--- src/sv/bbot_pkg.sv ---
// Package: face codes and configuration register indexes of the box overlap test.
`timescale 1ns / 1ps
`default_nettype none

package bbot_pkg;

   // Width of the configuration register index.
   localparam int CSR_INDEX_BITS = 3;

   // Configuration register indexes, in register order.
   typedef enum logic [CSR_INDEX_BITS-1:0] {
      CSR_OWN_MIN_X    = 3'd0,
      CSR_OWN_MIN_Y    = 3'd1,
      CSR_OWN_MIN_Z    = 3'd2,
      CSR_OWN_MAX_X    = 3'd3,
      CSR_OWN_MAX_Y    = 3'd4,
      CSR_OWN_MAX_Z    = 3'd5,
      CSR_OWN_CHANNELS = 3'd6
   } csr_index_type;

   // Face codes in tie-break order.
   typedef enum logic [2:0] {
      FACE_NEG_X = 3'd0,
      FACE_POS_X = 3'd1,
      FACE_NEG_Y = 3'd2,
      FACE_POS_Y = 3'd3,
      FACE_NEG_Z = 3'd4,
      FACE_POS_Z = 3'd5
   } face_type;

   localparam int NUM_AXES = 3;

   // Per axis: the face of the own-max gap and of the other-max gap.
   localparam face_type NEG_FACE [NUM_AXES] = '{FACE_NEG_X, FACE_NEG_Y, FACE_NEG_Z};
   localparam face_type POS_FACE [NUM_AXES] = '{FACE_POS_X, FACE_POS_Y, FACE_POS_Z};

endpackage

`default_nettype wire

--- src/sv/bbot_ifs.sv ---
// Interfaces: box request, test response and configuration write channels.
`timescale 1ns / 1ps
`default_nettype none

interface bbot_req_if #(
   parameter int COORD_BITS   = 32,
   parameter int CHANNEL_BITS = 32
);
   logic                    valid;
   logic                    ready;
   logic [COORD_BITS-1:0]   other_min_x;
   logic [COORD_BITS-1:0]   other_min_y;
   logic [COORD_BITS-1:0]   other_min_z;
   logic [COORD_BITS-1:0]   other_max_x;
   logic [COORD_BITS-1:0]   other_max_y;
   logic [COORD_BITS-1:0]   other_max_z;
   logic [CHANNEL_BITS-1:0] other_channels;

   modport source (
      output valid, other_min_x, other_min_y, other_min_z,
             other_max_x, other_max_y, other_max_z, other_channels,
      input  ready
   );
   modport sink (
      input  valid, other_min_x, other_min_y, other_min_z,
             other_max_x, other_max_y, other_max_z, other_channels,
      output ready
   );
endinterface

interface bbot_rsp_if #(
   parameter int COORD_BITS   = 32,
   parameter int CHANNEL_BITS = 32
);
   logic                    valid;
   logic                    ready;
   logic                    hit;
   logic [COORD_BITS-1:0]   depth;
   logic [2:0]              normal_axis;
   logic [CHANNEL_BITS-1:0] hit_channels;
   logic [COORD_BITS-1:0]   hit_x;
   logic [COORD_BITS-1:0]   hit_y;
   logic [COORD_BITS-1:0]   hit_z;

   modport source (
      output valid, hit, depth, normal_axis, hit_channels, hit_x, hit_y, hit_z,
      input  ready
   );
   modport sink (
      input  valid, hit, depth, normal_axis, hit_channels, hit_x, hit_y, hit_z,
      output ready
   );
endinterface

interface bbot_csr_if #(
   parameter int INDEX_BITS = 3,
   parameter int DATA_BITS  = 32
);
   logic                  valid;
   logic                  ready;
   logic [INDEX_BITS-1:0] reg_index;
   logic [DATA_BITS-1:0]  wdata;

   modport source (output valid, reg_index, wdata, input ready);
   modport sink   (input valid, reg_index, wdata, output ready);
endinterface

`default_nettype wire

--- src/sv/bbot_csr_regs.sv ---
// Configuration registers holding the fixed box and its channel mask.
`timescale 1ns / 1ps
`default_nettype none

module bbot_csr_regs #(
   parameter int COORD_BITS   = 32,
   parameter int CHANNEL_BITS = 32
) (
   input  logic                            clock,
   input  logic                            reset,
   bbot_csr_if.sink                        csr,
   output logic [2:0][COORD_BITS-1:0]      own_min,
   output logic [2:0][COORD_BITS-1:0]      own_max,
   output logic [CHANNEL_BITS-1:0]         own_channels
);
   import bbot_pkg::*;

   logic [2:0][COORD_BITS-1:0] own_min_ff;
   logic [2:0][COORD_BITS-1:0] own_max_ff;
   logic [CHANNEL_BITS-1:0]    own_channels_ff;

   assign csr.ready = 1'b1;

   always_ff @(posedge clock) begin
      if (reset) begin
         own_min_ff      <= '0;
         own_max_ff      <= '0;
         own_channels_ff <= '0;
      end else if (csr.valid) begin
         unique case (csr_index_type'(csr.reg_index))
            CSR_OWN_MIN_X:    own_min_ff[0]   <= csr.wdata[COORD_BITS-1:0];
            CSR_OWN_MIN_Y:    own_min_ff[1]   <= csr.wdata[COORD_BITS-1:0];
            CSR_OWN_MIN_Z:    own_min_ff[2]   <= csr.wdata[COORD_BITS-1:0];
            CSR_OWN_MAX_X:    own_max_ff[0]   <= csr.wdata[COORD_BITS-1:0];
            CSR_OWN_MAX_Y:    own_max_ff[1]   <= csr.wdata[COORD_BITS-1:0];
            CSR_OWN_MAX_Z:    own_max_ff[2]   <= csr.wdata[COORD_BITS-1:0];
            CSR_OWN_CHANNELS: own_channels_ff <= csr.wdata[CHANNEL_BITS-1:0];
            default: ;
         endcase
      end
   end

   assign own_min      = own_min_ff;
   assign own_max      = own_max_ff;
   assign own_channels = own_channels_ff;

endmodule

`default_nettype wire

--- src/sv/bbot_gap_stage.sv ---
// Stage one: six face gaps, per-axis overlap bounds and shared channel mask.
`timescale 1ns / 1ps
`default_nettype none

module bbot_gap_stage #(
   parameter int COORD_BITS   = 32,
   parameter int CHANNEL_BITS = 32
) (
   input  logic                          clock,
   input  logic                          reset,
   bbot_req_if.sink                      req,
   input  logic [2:0][COORD_BITS-1:0]    own_min,
   input  logic [2:0][COORD_BITS-1:0]    own_max,
   input  logic [CHANNEL_BITS-1:0]       own_channels,
   input  logic                          out_ready,
   output logic                          out_valid,
   output logic [5:0][COORD_BITS:0]      gap,
   output logic [2:0][COORD_BITS-1:0]    lo,
   output logic [2:0][COORD_BITS-1:0]    hi,
   output logic [CHANNEL_BITS-1:0]       shared
);

   logic                       valid_ff, valid_in;
   logic                       load;
   logic [2:0][COORD_BITS-1:0] b_min, b_max;
   logic [5:0][COORD_BITS:0]   gap_ff, gap_in;
   logic [2:0][COORD_BITS-1:0] lo_ff, lo_in, hi_ff, hi_in;
   logic [CHANNEL_BITS-1:0]    shared_ff, shared_in;

   assign b_min = {req.other_min_z, req.other_min_y, req.other_min_x};
   assign b_max = {req.other_max_z, req.other_max_y, req.other_max_x};

   // Advance when empty or when the next stage takes the held item.
   assign req.ready = !valid_ff || out_ready;
   assign load      = req.valid && req.ready;
   assign valid_in  = req.ready ? req.valid : valid_ff;

   always_comb begin
      for (int i = 0; i < 3; i++) begin
         gap_in[2*i]   = {own_max[i][COORD_BITS-1], own_max[i]}
                       - {b_min[i][COORD_BITS-1], b_min[i]};
         gap_in[2*i+1] = {b_max[i][COORD_BITS-1], b_max[i]}
                       - {own_min[i][COORD_BITS-1], own_min[i]};
         lo_in[i] = ($signed(own_min[i]) > $signed(b_min[i])) ? own_min[i] : b_min[i];
         hi_in[i] = ($signed(own_max[i]) < $signed(b_max[i])) ? own_max[i] : b_max[i];
      end
      shared_in = own_channels & req.other_channels;
   end

   always_ff @(posedge clock) begin
      if (reset) begin
         valid_ff <= 1'b0;
      end else begin
         valid_ff <= valid_in;
      end
   end

   always_ff @(posedge clock) begin
      if (load) begin
         gap_ff    <= gap_in;
         lo_ff     <= lo_in;
         hi_ff     <= hi_in;
         shared_ff <= shared_in;
      end
   end

   assign out_valid = valid_ff;
   assign gap       = gap_ff;
   assign lo        = lo_ff;
   assign hi        = hi_ff;
   assign shared    = shared_ff;

endmodule

`default_nettype wire

--- src/sv/bbot_reduce_stage.sv ---
// Stage two: hit decision, first level of the gap minimum, overlap centres.
`timescale 1ns / 1ps
`default_nettype none

module bbot_reduce_stage #(
   parameter int COORD_BITS   = 32,
   parameter int CHANNEL_BITS = 32
) (
   input  logic                          clock,
   input  logic                          reset,
   input  logic                          in_valid,
   output logic                          in_ready,
   input  logic [5:0][COORD_BITS:0]      gap,
   input  logic [2:0][COORD_BITS-1:0]    lo,
   input  logic [2:0][COORD_BITS-1:0]    hi,
   input  logic [CHANNEL_BITS-1:0]       shared,
   input  logic                          out_ready,
   output logic                          out_valid,
   output logic                          hit,
   output logic [2:0][COORD_BITS:0]      win_gap,
   output bbot_pkg::face_type [2:0]      win_face,
   output logic [2:0][COORD_BITS-1:0]    centre,
   output logic [CHANNEL_BITS-1:0]       shared_out
);
   import bbot_pkg::*;

   logic                       valid_ff, valid_in;
   logic                       load;
   logic                       hit_ff, hit_in;
   logic [2:0][COORD_BITS:0]   win_gap_ff, win_gap_in;
   face_type [2:0]             win_face_ff, win_face_in;
   logic [2:0][COORD_BITS-1:0] centre_ff, centre_in;
   logic [CHANNEL_BITS-1:0]    shared_ff;
   logic [COORD_BITS:0]        sum;
   logic                       any_negative;

   assign in_ready = !valid_ff || out_ready;
   assign load     = in_valid && in_ready;
   assign valid_in = in_ready ? in_valid : valid_ff;

   always_comb begin
      sum          = '0;
      any_negative = 1'b0;
      for (int i = 0; i < 6; i++) begin
         any_negative = any_negative | gap[i][COORD_BITS];
      end
      hit_in = (|shared) && !any_negative;
      for (int i = 0; i < 3; i++) begin
         // Strictly smaller wins, so the earlier face keeps a tie.
         if ($signed(gap[2*i+1]) < $signed(gap[2*i])) begin
            win_gap_in[i]  = gap[2*i+1];
            win_face_in[i] = POS_FACE[i];
         end else begin
            win_gap_in[i]  = gap[2*i];
            win_face_in[i] = NEG_FACE[i];
         end
         // Floor halving: drop the low bit of the widened sum.
         sum          = {lo[i][COORD_BITS-1], lo[i]} + {hi[i][COORD_BITS-1], hi[i]};
         centre_in[i] = sum[COORD_BITS:1];
      end
   end

   always_ff @(posedge clock) begin
      if (reset) begin
         valid_ff <= 1'b0;
      end else begin
         valid_ff <= valid_in;
      end
   end

   always_ff @(posedge clock) begin
      if (load) begin
         hit_ff      <= hit_in;
         win_gap_ff  <= win_gap_in;
         win_face_ff <= win_face_in;
         centre_ff   <= centre_in;
         shared_ff   <= shared;
      end
   end

   assign out_valid  = valid_ff;
   assign hit        = hit_ff;
   assign win_gap    = win_gap_ff;
   assign win_face   = win_face_ff;
   assign centre     = centre_ff;
   assign shared_out = shared_ff;

endmodule

`default_nettype wire

--- src/sv/bbot_select_stage.sv ---
// Stage three: final gap minimum, zeroing on a miss, response output register.
`timescale 1ns / 1ps
`default_nettype none

module bbot_select_stage #(
   parameter int COORD_BITS   = 32,
   parameter int CHANNEL_BITS = 32
) (
   input  logic                          clock,
   input  logic                          reset,
   input  logic                          in_valid,
   output logic                          in_ready,
   input  logic                          hit,
   input  logic [2:0][COORD_BITS:0]      win_gap,
   input  bbot_pkg::face_type [2:0]      win_face,
   input  logic [2:0][COORD_BITS-1:0]    centre,
   input  logic [CHANNEL_BITS-1:0]       shared,
   bbot_rsp_if.source                    rsp
);
   import bbot_pkg::*;

   logic                       valid_ff, valid_in;
   logic                       load;
   logic                       hit_ff;
   logic [COORD_BITS-1:0]      depth_ff, depth_in;
   face_type                   face_ff, face_in;
   logic [CHANNEL_BITS-1:0]    channels_ff, channels_in;
   logic [2:0][COORD_BITS-1:0] centre_ff, centre_in;
   logic                       lt_10, lt_20, lt_21;
   logic [COORD_BITS:0]        best_gap;

   assign in_ready = !valid_ff || rsp.ready;
   assign load     = in_valid && in_ready;
   assign valid_in = in_ready ? in_valid : valid_ff;

   // Three compares side by side, then pick; earlier face keeps ties.
   assign lt_10 = $signed(win_gap[1]) < $signed(win_gap[0]);
   assign lt_20 = $signed(win_gap[2]) < $signed(win_gap[0]);
   assign lt_21 = $signed(win_gap[2]) < $signed(win_gap[1]);

   always_comb begin
      priority if (!lt_10 && !lt_20) begin
         best_gap = win_gap[0];
         face_in  = win_face[0];
      end else if (lt_10 && !lt_21) begin
         best_gap = win_gap[1];
         face_in  = win_face[1];
      end else begin
         best_gap = win_gap[2];
         face_in  = win_face[2];
      end
      depth_in    = best_gap[COORD_BITS-1:0];
      channels_in = shared;
      centre_in   = centre;
      if (!hit) begin
         depth_in    = '0;
         face_in     = FACE_NEG_X;
         channels_in = '0;
         centre_in   = '0;
      end
   end

   always_ff @(posedge clock) begin
      if (reset) begin
         valid_ff <= 1'b0;
      end else begin
         valid_ff <= valid_in;
      end
   end

   always_ff @(posedge clock) begin
      if (load) begin
         hit_ff      <= hit;
         depth_ff    <= depth_in;
         face_ff     <= face_in;
         channels_ff <= channels_in;
         centre_ff   <= centre_in;
      end
   end

   assign rsp.valid        = valid_ff;
   assign rsp.hit          = hit_ff;
   assign rsp.depth        = depth_ff;
   assign rsp.normal_axis  = face_ff;
   assign rsp.hit_channels = channels_ff;
   assign rsp.hit_x        = centre_ff[0];
   assign rsp.hit_y        = centre_ff[1];
   assign rsp.hit_z        = centre_ff[2];

endmodule

`default_nettype wire

--- src/sv/box_box_overlap_test_unit.sv ---
// Top level: fixed box versus streamed box overlap test with minimum penetration face.
// Pipeline: registered gap, reduce and select stages; the response is valid on rsp_chan
// from the select stage register. Throughput: one box per cycle while rsp_chan
// takes responses; each stage holds one item and the stages advance independently,
// so bubbles are squeezed out while the output waits to be taken.
// Reset: synchronous, active high; empties the pipeline and clears all configuration
// registers to zero. No clearing pass; requests are taken at once.
`timescale 1ns / 1ps
`default_nettype none

module box_box_overlap_test_unit #(
   parameter int COORD_BITS   = 32,
   parameter int CHANNEL_BITS = 32,
   parameter int CSR_DATA_BITS = (COORD_BITS > CHANNEL_BITS) ? COORD_BITS : CHANNEL_BITS
) (
   input  logic       clock,
   input  logic       reset,
   bbot_csr_if.sink   csr_chan,
   bbot_req_if.sink   req_chan,
   bbot_rsp_if.source rsp_chan
);
   import bbot_pkg::*;

   // Fixed box; user must write it via configuration channel while idle; not enforced.
   logic [2:0][COORD_BITS-1:0] own_min, own_max;
   logic [CHANNEL_BITS-1:0]    own_channels;

   // Stage one to stage two.
   logic                       s1_valid, s1_ready;
   logic [5:0][COORD_BITS:0]   s1_gap;
   logic [2:0][COORD_BITS-1:0] s1_lo, s1_hi;
   logic [CHANNEL_BITS-1:0]    s1_shared;

   // Stage two to stage three.
   logic                       s2_valid, s2_ready;
   logic                       s2_hit;
   logic [2:0][COORD_BITS:0]   s2_win_gap;
   face_type [2:0]             s2_win_face;
   logic [2:0][COORD_BITS-1:0] s2_centre;
   logic [CHANNEL_BITS-1:0]    s2_shared;

   // Hold the fixed box; every index outside the list is dropped.
   bbot_csr_regs #(
      .COORD_BITS   (COORD_BITS),
      .CHANNEL_BITS (CHANNEL_BITS)
   ) u_csr_regs (
      .clock        (clock),
      .reset        (reset),
      .csr          (csr_chan),
      .own_min      (own_min),
      .own_max      (own_max),
      .own_channels (own_channels)
   );

   // Gaps are formed one bit wider than a coordinate so they are exact;
   // overlap bounds per axis are the larger minimum and the smaller maximum.
   bbot_gap_stage #(
      .COORD_BITS   (COORD_BITS),
      .CHANNEL_BITS (CHANNEL_BITS)
   ) u_gap_stage (
      .clock        (clock),
      .reset        (reset),
      .req          (req_chan),
      .own_min      (own_min),
      .own_max      (own_max),
      .own_channels (own_channels),
      .out_ready    (s1_ready),
      .out_valid    (s1_valid),
      .gap          (s1_gap),
      .lo           (s1_lo),
      .hi           (s1_hi),
      .shared       (s1_shared)
   );

   // Decide the hit from the gap signs and the shared mask, reduce the six
   // gaps to three per-axis winners and halve the bound sums (floor).
   bbot_reduce_stage #(
      .COORD_BITS   (COORD_BITS),
      .CHANNEL_BITS (CHANNEL_BITS)
   ) u_reduce_stage (
      .clock        (clock),
      .reset        (reset),
      .in_valid     (s1_valid),
      .in_ready     (s1_ready),
      .gap          (s1_gap),
      .lo           (s1_lo),
      .hi           (s1_hi),
      .shared       (s1_shared),
      .out_ready    (s2_ready),
      .out_valid    (s2_valid),
      .hit          (s2_hit),
      .win_gap      (s2_win_gap),
      .win_face     (s2_win_face),
      .centre       (s2_centre),
      .shared_out   (s2_shared)
   );

   // Pick the smallest of the three winners, zero every field on a miss and
   // hold the result in the output register until the transfer completes.
   bbot_select_stage #(
      .COORD_BITS   (COORD_BITS),
      .CHANNEL_BITS (CHANNEL_BITS)
   ) u_select_stage (
      .clock        (clock),
      .reset        (reset),
      .in_valid     (s2_valid),
      .in_ready     (s2_ready),
      .hit          (s2_hit),
      .win_gap      (s2_win_gap),
      .win_face     (s2_win_face),
      .centre       (s2_centre),
      .shared       (s2_shared),
      .rsp          (rsp_chan)
   );

endmodule

`default_nettype wire

--- src/flat_wrapper.sv ---
// flat-port wrapper written by rule: the top's interface ports become plain ports
module box_box_overlap_test_unit_flat import bbot_pkg::*;
#(
   parameter int COORD_BITS   = 32,
   parameter int CHANNEL_BITS = 32,
   parameter int CSR_DATA_BITS = (COORD_BITS > CHANNEL_BITS) ? COORD_BITS : CHANNEL_BITS
)
  (clock, reset, csr_chan_valid, csr_chan_reg_index, csr_chan_wdata, csr_chan_ready, req_chan_valid, req_chan_other_min_x, req_chan_other_min_y, req_chan_other_min_z, req_chan_other_max_x, req_chan_other_max_y, req_chan_other_max_z, req_chan_other_channels, req_chan_ready, rsp_chan_valid, rsp_chan_hit, rsp_chan_depth, rsp_chan_normal_axis, rsp_chan_hit_channels, rsp_chan_hit_x, rsp_chan_hit_y, rsp_chan_hit_z, rsp_chan_ready);
  bbot_csr_if csr_chan_i ();
  bbot_req_if #(.COORD_BITS(COORD_BITS), .CHANNEL_BITS(CHANNEL_BITS)) req_chan_i ();
  bbot_rsp_if #(.COORD_BITS(COORD_BITS), .CHANNEL_BITS(CHANNEL_BITS)) rsp_chan_i ();
  input  logic clock;
  input  logic reset;
  input wire logic [$bits(csr_chan_i.valid)-1:0] csr_chan_valid;
  input wire logic [$bits(csr_chan_i.reg_index)-1:0] csr_chan_reg_index;
  input wire logic [$bits(csr_chan_i.wdata)-1:0] csr_chan_wdata;
  output wire logic [$bits(csr_chan_i.ready)-1:0] csr_chan_ready;
  input wire logic [$bits(req_chan_i.valid)-1:0] req_chan_valid;
  input wire logic [$bits(req_chan_i.other_min_x)-1:0] req_chan_other_min_x;
  input wire logic [$bits(req_chan_i.other_min_y)-1:0] req_chan_other_min_y;
  input wire logic [$bits(req_chan_i.other_min_z)-1:0] req_chan_other_min_z;
  input wire logic [$bits(req_chan_i.other_max_x)-1:0] req_chan_other_max_x;
  input wire logic [$bits(req_chan_i.other_max_y)-1:0] req_chan_other_max_y;
  input wire logic [$bits(req_chan_i.other_max_z)-1:0] req_chan_other_max_z;
  input wire logic [$bits(req_chan_i.other_channels)-1:0] req_chan_other_channels;
  output wire logic [$bits(req_chan_i.ready)-1:0] req_chan_ready;
  output wire logic [$bits(rsp_chan_i.valid)-1:0] rsp_chan_valid;
  output wire logic [$bits(rsp_chan_i.hit)-1:0] rsp_chan_hit;
  output wire logic [$bits(rsp_chan_i.depth)-1:0] rsp_chan_depth;
  output wire logic [$bits(rsp_chan_i.normal_axis)-1:0] rsp_chan_normal_axis;
  output wire logic [$bits(rsp_chan_i.hit_channels)-1:0] rsp_chan_hit_channels;
  output wire logic [$bits(rsp_chan_i.hit_x)-1:0] rsp_chan_hit_x;
  output wire logic [$bits(rsp_chan_i.hit_y)-1:0] rsp_chan_hit_y;
  output wire logic [$bits(rsp_chan_i.hit_z)-1:0] rsp_chan_hit_z;
  input wire logic [$bits(rsp_chan_i.ready)-1:0] rsp_chan_ready;
  assign csr_chan_i.valid = csr_chan_valid;
  assign csr_chan_i.reg_index = csr_chan_reg_index;
  assign csr_chan_i.wdata = csr_chan_wdata;
  assign csr_chan_ready = csr_chan_i.ready;
  assign req_chan_i.valid = req_chan_valid;
  assign req_chan_i.other_min_x = req_chan_other_min_x;
  assign req_chan_i.other_min_y = req_chan_other_min_y;
  assign req_chan_i.other_min_z = req_chan_other_min_z;
  assign req_chan_i.other_max_x = req_chan_other_max_x;
  assign req_chan_i.other_max_y = req_chan_other_max_y;
  assign req_chan_i.other_max_z = req_chan_other_max_z;
  assign req_chan_i.other_channels = req_chan_other_channels;
  assign req_chan_ready = req_chan_i.ready;
  assign rsp_chan_valid = rsp_chan_i.valid;
  assign rsp_chan_hit = rsp_chan_i.hit;
  assign rsp_chan_depth = rsp_chan_i.depth;
  assign rsp_chan_normal_axis = rsp_chan_i.normal_axis;
  assign rsp_chan_hit_channels = rsp_chan_i.hit_channels;
  assign rsp_chan_hit_x = rsp_chan_i.hit_x;
  assign rsp_chan_hit_y = rsp_chan_i.hit_y;
  assign rsp_chan_hit_z = rsp_chan_i.hit_z;
  assign rsp_chan_i.ready = rsp_chan_ready;
  box_box_overlap_test_unit #(.COORD_BITS(COORD_BITS), .CHANNEL_BITS(CHANNEL_BITS), .CSR_DATA_BITS(CSR_DATA_BITS)) u_core (.clock(clock), .reset(reset), .csr_chan(csr_chan_i), .req_chan(req_chan_i), .rsp_chan(rsp_chan_i));
endmodule
--- config.mk ---
export PLATFORM = sky130hd
export DESIGN_NAME = box_box_overlap_test_unit_flat
export DESIGN_NICKNAME = d
export VERILOG_FILES = /design/src/sv/bbot_pkg.sv /design/src/sv/bbot_ifs.sv /design/src/sv/bbot_csr_regs.sv /design/src/sv/bbot_gap_stage.sv /design/src/sv/bbot_reduce_stage.sv /design/src/sv/bbot_select_stage.sv /design/src/sv/box_box_overlap_test_unit.sv /design/src/flat_wrapper.sv
export SDC_FILE = /design/constraint.sdc
export NUM_CORES = 2
export LEC_CHECK = 0
export BUFFER_PORTS_ARGS = -buffer_cell sky130_fd_sc_hd__buf_2
export CAP_MARGIN = 20
export CELL_PAD_IN_SITES_DETAIL_PLACEMENT = 1
export CELL_PAD_IN_SITES_GLOBAL_PLACEMENT = 1
export CORE_AREA = 4 4 381 383
export CTS_BUF_LIST = sky130_fd_sc_hd__clkbuf_16
export CTS_CLUSTER_DIAMETER = 200
export DETAILED_ROUTE_END_ITERATION = 8
export DIE_AREA = 0 0 385 387
export GPL_TIMING_DRIVEN = 0
export PLACE_DENSITY_LB_ADDON = 0.25
export SYNTH_ARGS = -nofsm -noshare
export SYNTH_HDL_FRONTEND = slang
export SYNTH_SLANG_ARGS = --single-unit
--- constraint.sdc ---
create_clock -name clock -period 26.6 [get_ports clock]
set_clock_uncertainty 0.1 [all_clocks]
set_input_delay 3.99 -clock clock [delete_from_list [all_inputs] [get_ports clock]]
set_output_delay 3.99 -clock clock [all_outputs]
set_load 0.01 [all_outputs]
Word-level counts from Yosys, hierarchy flattened. Cells that the tools add are included.

Logic and storage cells: 115. Register bits after elaboration: 1050. Output and inout bits: 167.

$lt $le $gt $ge: 12. Muxes and demuxes: 16. Equal/unequal tests: 6. Reductions and logical operators: 25. Add/sub/neg operators: 9. Bitwise logic cells: 6.

Operator list (count): 2-to-1 mux 32 bit (8); < comparator 33 bit (6); subtractor 32 x 32 -> 33 bit (6); adder 32 x 32 -> 33 bit (3); 2-to-1 mux 33 bit (3); greater-than comparator 32 bit (3); < comparator 32 bit (3); bitwise AND 32 bit (1); OR reduction 32 bit (1); AND reduction 2 bit (7); == test 3 bit, second input constant (3); zero test 1 bit (7); == test 3 x 2 -> 1 bit, second input constant (2); logical AND 1 bit (6); 2-to-1 mux 3 bit (2); bitwise OR 1 bit (5); == test 3 x 1 -> 1 bit, second input constant (1); zero test 3 bit (1); logical OR 1 bit (3); 2-to-1 mux 1 bit (3).

Logic depth before layout (Yosys ltp).
Word-level depth: 7. Depth in mapped cells: 15. Mapped depth without buffers: 13.

Cells and area by module. From an unflattened synthesis, not the netlist that was laid out.

Cell total of the unflattened synthesis: 5830. Area total of the unflattened synthesis: 63731.1 um^2.

Modules (own cells, without submodules): bbot_gap_stage (seq. area each 12692.2 um^2, area each 30357.9 um^2, times used 1, cells each 2902); bbot_reduce_stage (seq. area each 6956.7 um^2, area each 15556.2 um^2, times used 1, cells each 1359); bbot_select_stage (seq. area each 4944.7 um^2, area each 9110.0 um^2, times used 1, cells each 797); bbot_csr_regs (seq. area each 4484.3 um^2, area each 8707.1 um^2, times used 1, cells each 772).

Least setup slack after synthesis. OpenSTA, ideal clock, no wires.

Path type: input to register. Start point: input rsp_chan_ready. End point: register u_core.u_gap_stage.gap_ff, in the netlist u_core.u_gap_stage.gap[0], enable pin. Library setup time: 1460 ps. Setup slack: 98 ps. Arrival time: 24941 ps. Stages on the path: 2. Required time: 25040 ps. Path buffers: 0. Path through: nor2b_1 a31oi_1.

Word-level cells in the longest chain between the ends: 4.

Ends and longest elaborated chain: start, declared (RTL line flat_wrapper.sv:35) `input wire logic [$bits(rsp_chan_i.ready)-1:0] rsp_chan_ready;`; logical OR 1 bit (RTL line bbot_select_stage.sv:32) `assign in_ready = !valid_ff || rsp.ready;`; logical OR 1 bit (RTL line bbot_reduce_stage.sv:37) `assign in_ready = !valid_ff || out_ready;`; logical OR 1 bit (RTL line bbot_gap_stage.sv:34) `assign req.ready = !valid_ff || out_ready;`; logical AND 1 bit (RTL line bbot_gap_stage.sv:35) `assign load = req.valid && req.ready;`; net u_core.u_gap_stage.load (RTL line bbot_gap_stage.sv:24) `logic load;`; end signal, assigned (RTL line bbot_gap_stage.sv:60) `gap_ff <= gap_in;`; end, declared (RTL line bbot_gap_stage.sv:26) `logic [5:0][COORD_BITS:0] gap_ff, gap_in;`.

The timed path passes the listed nets, and every way through them passes these cells. A chain may end at the register's enable or synchronous reset.

Worst setup path in the final report.
Start point: input rsp_chan_ready. End point: output req_chan_ready.

Word-level cells in the longest chain between the ends: 3.

Ends and longest elaborated chain: logical OR 1 bit (RTL line bbot_select_stage.sv:32); logical OR 1 bit (RTL line bbot_reduce_stage.sv:37); logical OR 1 bit (RTL line bbot_gap_stage.sv:34); end, declared (RTL line flat_wrapper.sv:26) `output wire logic [$bits(req_chan_i.ready)-1:0] req_chan_ready;`.

Every way passes these cells.

==> results.ini <==
[grt]
overflow = 0
grtUsageMet2 = 0.483
grt_util_all_layers = 0.276
grt_pass1_wl_microns = 311000
grt_pass1_vias = 50943
antenna_found_initial = 37
globalRoute.busiestLayer = met2
grt_max_degree = 36
met1_usage = 0.346
grt_use_met3 = 0.0324

[finish]
drive_gt1_frac = 0.135
multiInputGateArea_sq_um = 30200
utilization = 0.504
area_growth_pct = 14.9
nNetsFinal = 7531
nFillCells = 15570
regArea_sq_um = 29100
final_cells = 8611

[cts]
post_cts_resized = 0
path_clk_slew_ns = 0.06
cts-root-buf = clkbuf_16
cts_buffers = 116
cts_buffer_depth = 3
postCtsSetupRepairBufs = 0
htreeDepth = 3
clock_latency_ns = 0.75
cts_hold_repair.buffers = 0
tritoncts = built
clock-sinks = 1044

[sta]
finalSetupViolations = 0
final_hold_viol_count = 0
fin_crit_ns = 9.13
drv_slew = 0
rsz0062_at_grt = false
max_freq_mhz = 110
final.setup.tns_ns = 0
timing.slew.headroom = 0.202
worst_pin_slew_ns = 1.19
fin_crit_sh = 0.343

[setup_path]
cp_top_family = simple AND/OR/NAND/NOR gates
critical_path_class = in2out
crit_slowest_cell = nor2b_1
crit_buf_inv = 2
cp_common_cell = buf_2
crit_required_ns = 22.51
critical-path-max-stage-delay_ns = 0.57
timing.rr.end = u_core.u_select_stage.rsp.depth[24]$_SDFFCE_PN0P_
ff2ff_path_depth = 12
r2r_start = u_core.u_reduce_stage.win_gap[92]$_DFFE_PP_
end_kind = primary output
critPathLaunchType = primary input
worstPathArrival_ns = 5.04
crit_fanout = 6
regToRegSetupSlack_ns = 21.33
path_cells = buf_2 -> nor2b_1 -> nand3_1 -> buf_2

[pwr]
power.share.clock = 0.374
seqPwrFrac = 0.443
p_switching_w = 0.00127
finalPower_w = 0.00439
power_density_nw_per_um2 = 61.5
switching_share = 0.289
peakVddDrop_mv = 0.0524
combPwrFrac = 0.183
p_leak_nw = 30.7
p_int_w = 0.00312

[detailed_routing]
wl_per_cell_microns = 24.5
dr.pass1.iters = 5
via_count = 48464
postRouteWirelength_microns = 211000
via_per_inst = 5.63
drc = 0
drt_iter0_drc = 3218
final_antenna_net_count = 0

[worst_hold_path]
min_to = u_core.u_reduce_stage.shared_out[5]$_DFFE_PP_
hp-start = u_core.u_gap_stage.shared[5]$_DFFE_PP_
whs_path_depth = 0
worstHoldPathType = reg2reg

[floorplanning]
core-area_sq_um = 141000
rows = 138
initial_core_util = 0.439
die_w_microns = 385
pin_count = 431
dieHeight_microns = 387
dieArea_sq_um = 149000

[logic_synthesis]
synth_ff_type = edfxtp_1
netlist-cell-type-count = 76
syn_area_per_cell_sq_um = 10.3
syn_area_sq_um = 62100
yosysSeqAreaShare = 0.468
yosysMostFrequentCell = edfxtp_1
async_flop_share = 0
synth_common_cells = 817 x edfxtp_1, 667 x ha_1, 631 x nand2_1, 601 x a21oi_1, 567 x inv_1
syn_inst = 6008
yosys_warnings = 0
synth_area_leader_cell = edfxtp_1
synth_nets = 6948
synthTopCellsByArea = edfxtp_1 40%, ha_1 13%, dfxtp_1 7.3%, a21oi_1 4.8%, nand2_1 3.8%
synth-seq-cells = 1044
synth_top_area_frac = 0.395
synth_edf_count = 817

[outcome]
status = complete, no violations

[placement]
dpl.hpwl_microns = 168000
place.gp.congestion = 0.904
dp_cells = 8363
portBuffers = 428

[run]
max_cap_viol_count = 0

-- final cells by class --
type,instances,share of cell area
inverter,568,0.0299
tap,1890,0.0332
sequential,1044,0.408
clock buffer,123,0.0432
buffer,187,0.0110
clock inverter,97,0.0115
multi-input combinational,4209,0.423
antenna,28,0.000982
timing repair buffer,465,0.0399
-- per-layer routing --
metal	share of wire	up-vias
li1	-	22985
met1	0.42	24096
met2	0.50	1089
met3	0.045	290
met4	0.040	4
met5	0.00013	-
-- through the flow --
stage	hold WS (ns)	setup WS, ns	area, sq um
3_3_place_gp	0.335	-8.40	66600
6_report	0.350	17.47	71300
4_1_cts	0.354	17.47	71300
5_1_grt	0.357	17.39	71300
2_1_floorplan	0.324	0.0983	62100
3_5_place_dp	0.337	17.45	67400
-- state kept, by name, summed over array words and instances (netlist names), 3 cells and up --
| signal | flops |
|---|---|
| u_core.u_gap_stage.lo | 96 |
| u_core.u_select_stage.rsp.depth | 32 |
| u_core.u_gap_stage.hi | 96 |
| u_core.u_csr_regs.own_max | 96 |
| u_core.u_gap_stage.gap | 198 |
| u_core.u_reduce_stage.win_gap | 99 |
| u_core.u_reduce_stage.shared_out | 32 |
| u_core.u_select_stage.rsp.normal_axis | 3 |
| u_core.u_csr_regs.own_min | 96 |
| u_core.u_select_stage.rsp.hit_x | 32 |
| u_core.u_gap_stage.shared | 32 |
| u_core.u_reduce_stage.centre | 96 |
| u_core.u_csr_regs.own_channels | 32 |
| u_core.u_select_stage.rsp.hit_y | 32 |
| u_core.u_reduce_stage.win_face | 3 |
| u_core.u_select_stage.rsp.hit_z | 32 |
| u_core.u_select_stage.rsp.hit_channels | 32 |
-- cells by family (layout without fill, tap and decap cells) --
logic type      after synthesis  after routing  synth area share
flops                      1044           1044             0.468
buf+inv                     755           1440            0.0468
mux                         262            262            0.0461
compound gates             1504           1504             0.150
xor+xnor                    233            233            0.0329
simple gates               1533           1533             0.119
fa+ha+maj                   676            676             0.137
other cells                   1             29         0.0000604
-- worst max-delay path by stage --
| stage | startpoint | end | slack, ns | cells past startpoint |
|---|---|---|---|---|
| after floorplan | rsp_chan_ready | u_core.u_gap_stage.gap[0]$_DFFE_PP_ | 0.1 | 2 |
| after global placement | rsp_chan_ready | u_core.u_gap_stage.hi[1]$_DFFE_PP_ | -8.40 | 3 |
| after detailed placement | rsp_chan_ready | req_chan_ready | 17.45 | 4 |
| after CTS | rsp_chan_ready | req_chan_ready | 17.47 | 4 |
| after global routing | rsp_chan_ready | req_chan_ready | 17.39 | 4 |
| final | rsp_chan_ready | req_chan_ready | 17.47 | 4 |
-- power by group through the flow --
stage	Sequential [W]	Clock (W)	Combinational [W]
detailed placement	0.00198	0	0.000788
floorplan	0.00200	0	0.000504
global placement	0.00203	0	0.000749
CTS	0.00195	0.00167	0.000800
global route	0.00195	0.00174	0.000879
finish	0.00195	0.00164	0.000803
-- layout by cell type (no fill, tap or decap), types with 86 or more instances in the layout --
cell       count
nand3_1       95
mux2_2       191
buf_2        450
a21o_1       236
nand2_1      631
ha_1         667
nand4_1       86
dfxtp_1      227
clkbuf_16    123
nor2_1       177
nor3_1       111
inv_1        589
xnor2_1      175
and2_1       174
edfxtp_1     817
a21oi_1      601
o21ai_0      235
clkbuf_1     144
Note: power is estimated with default switching activity, not from simulation.
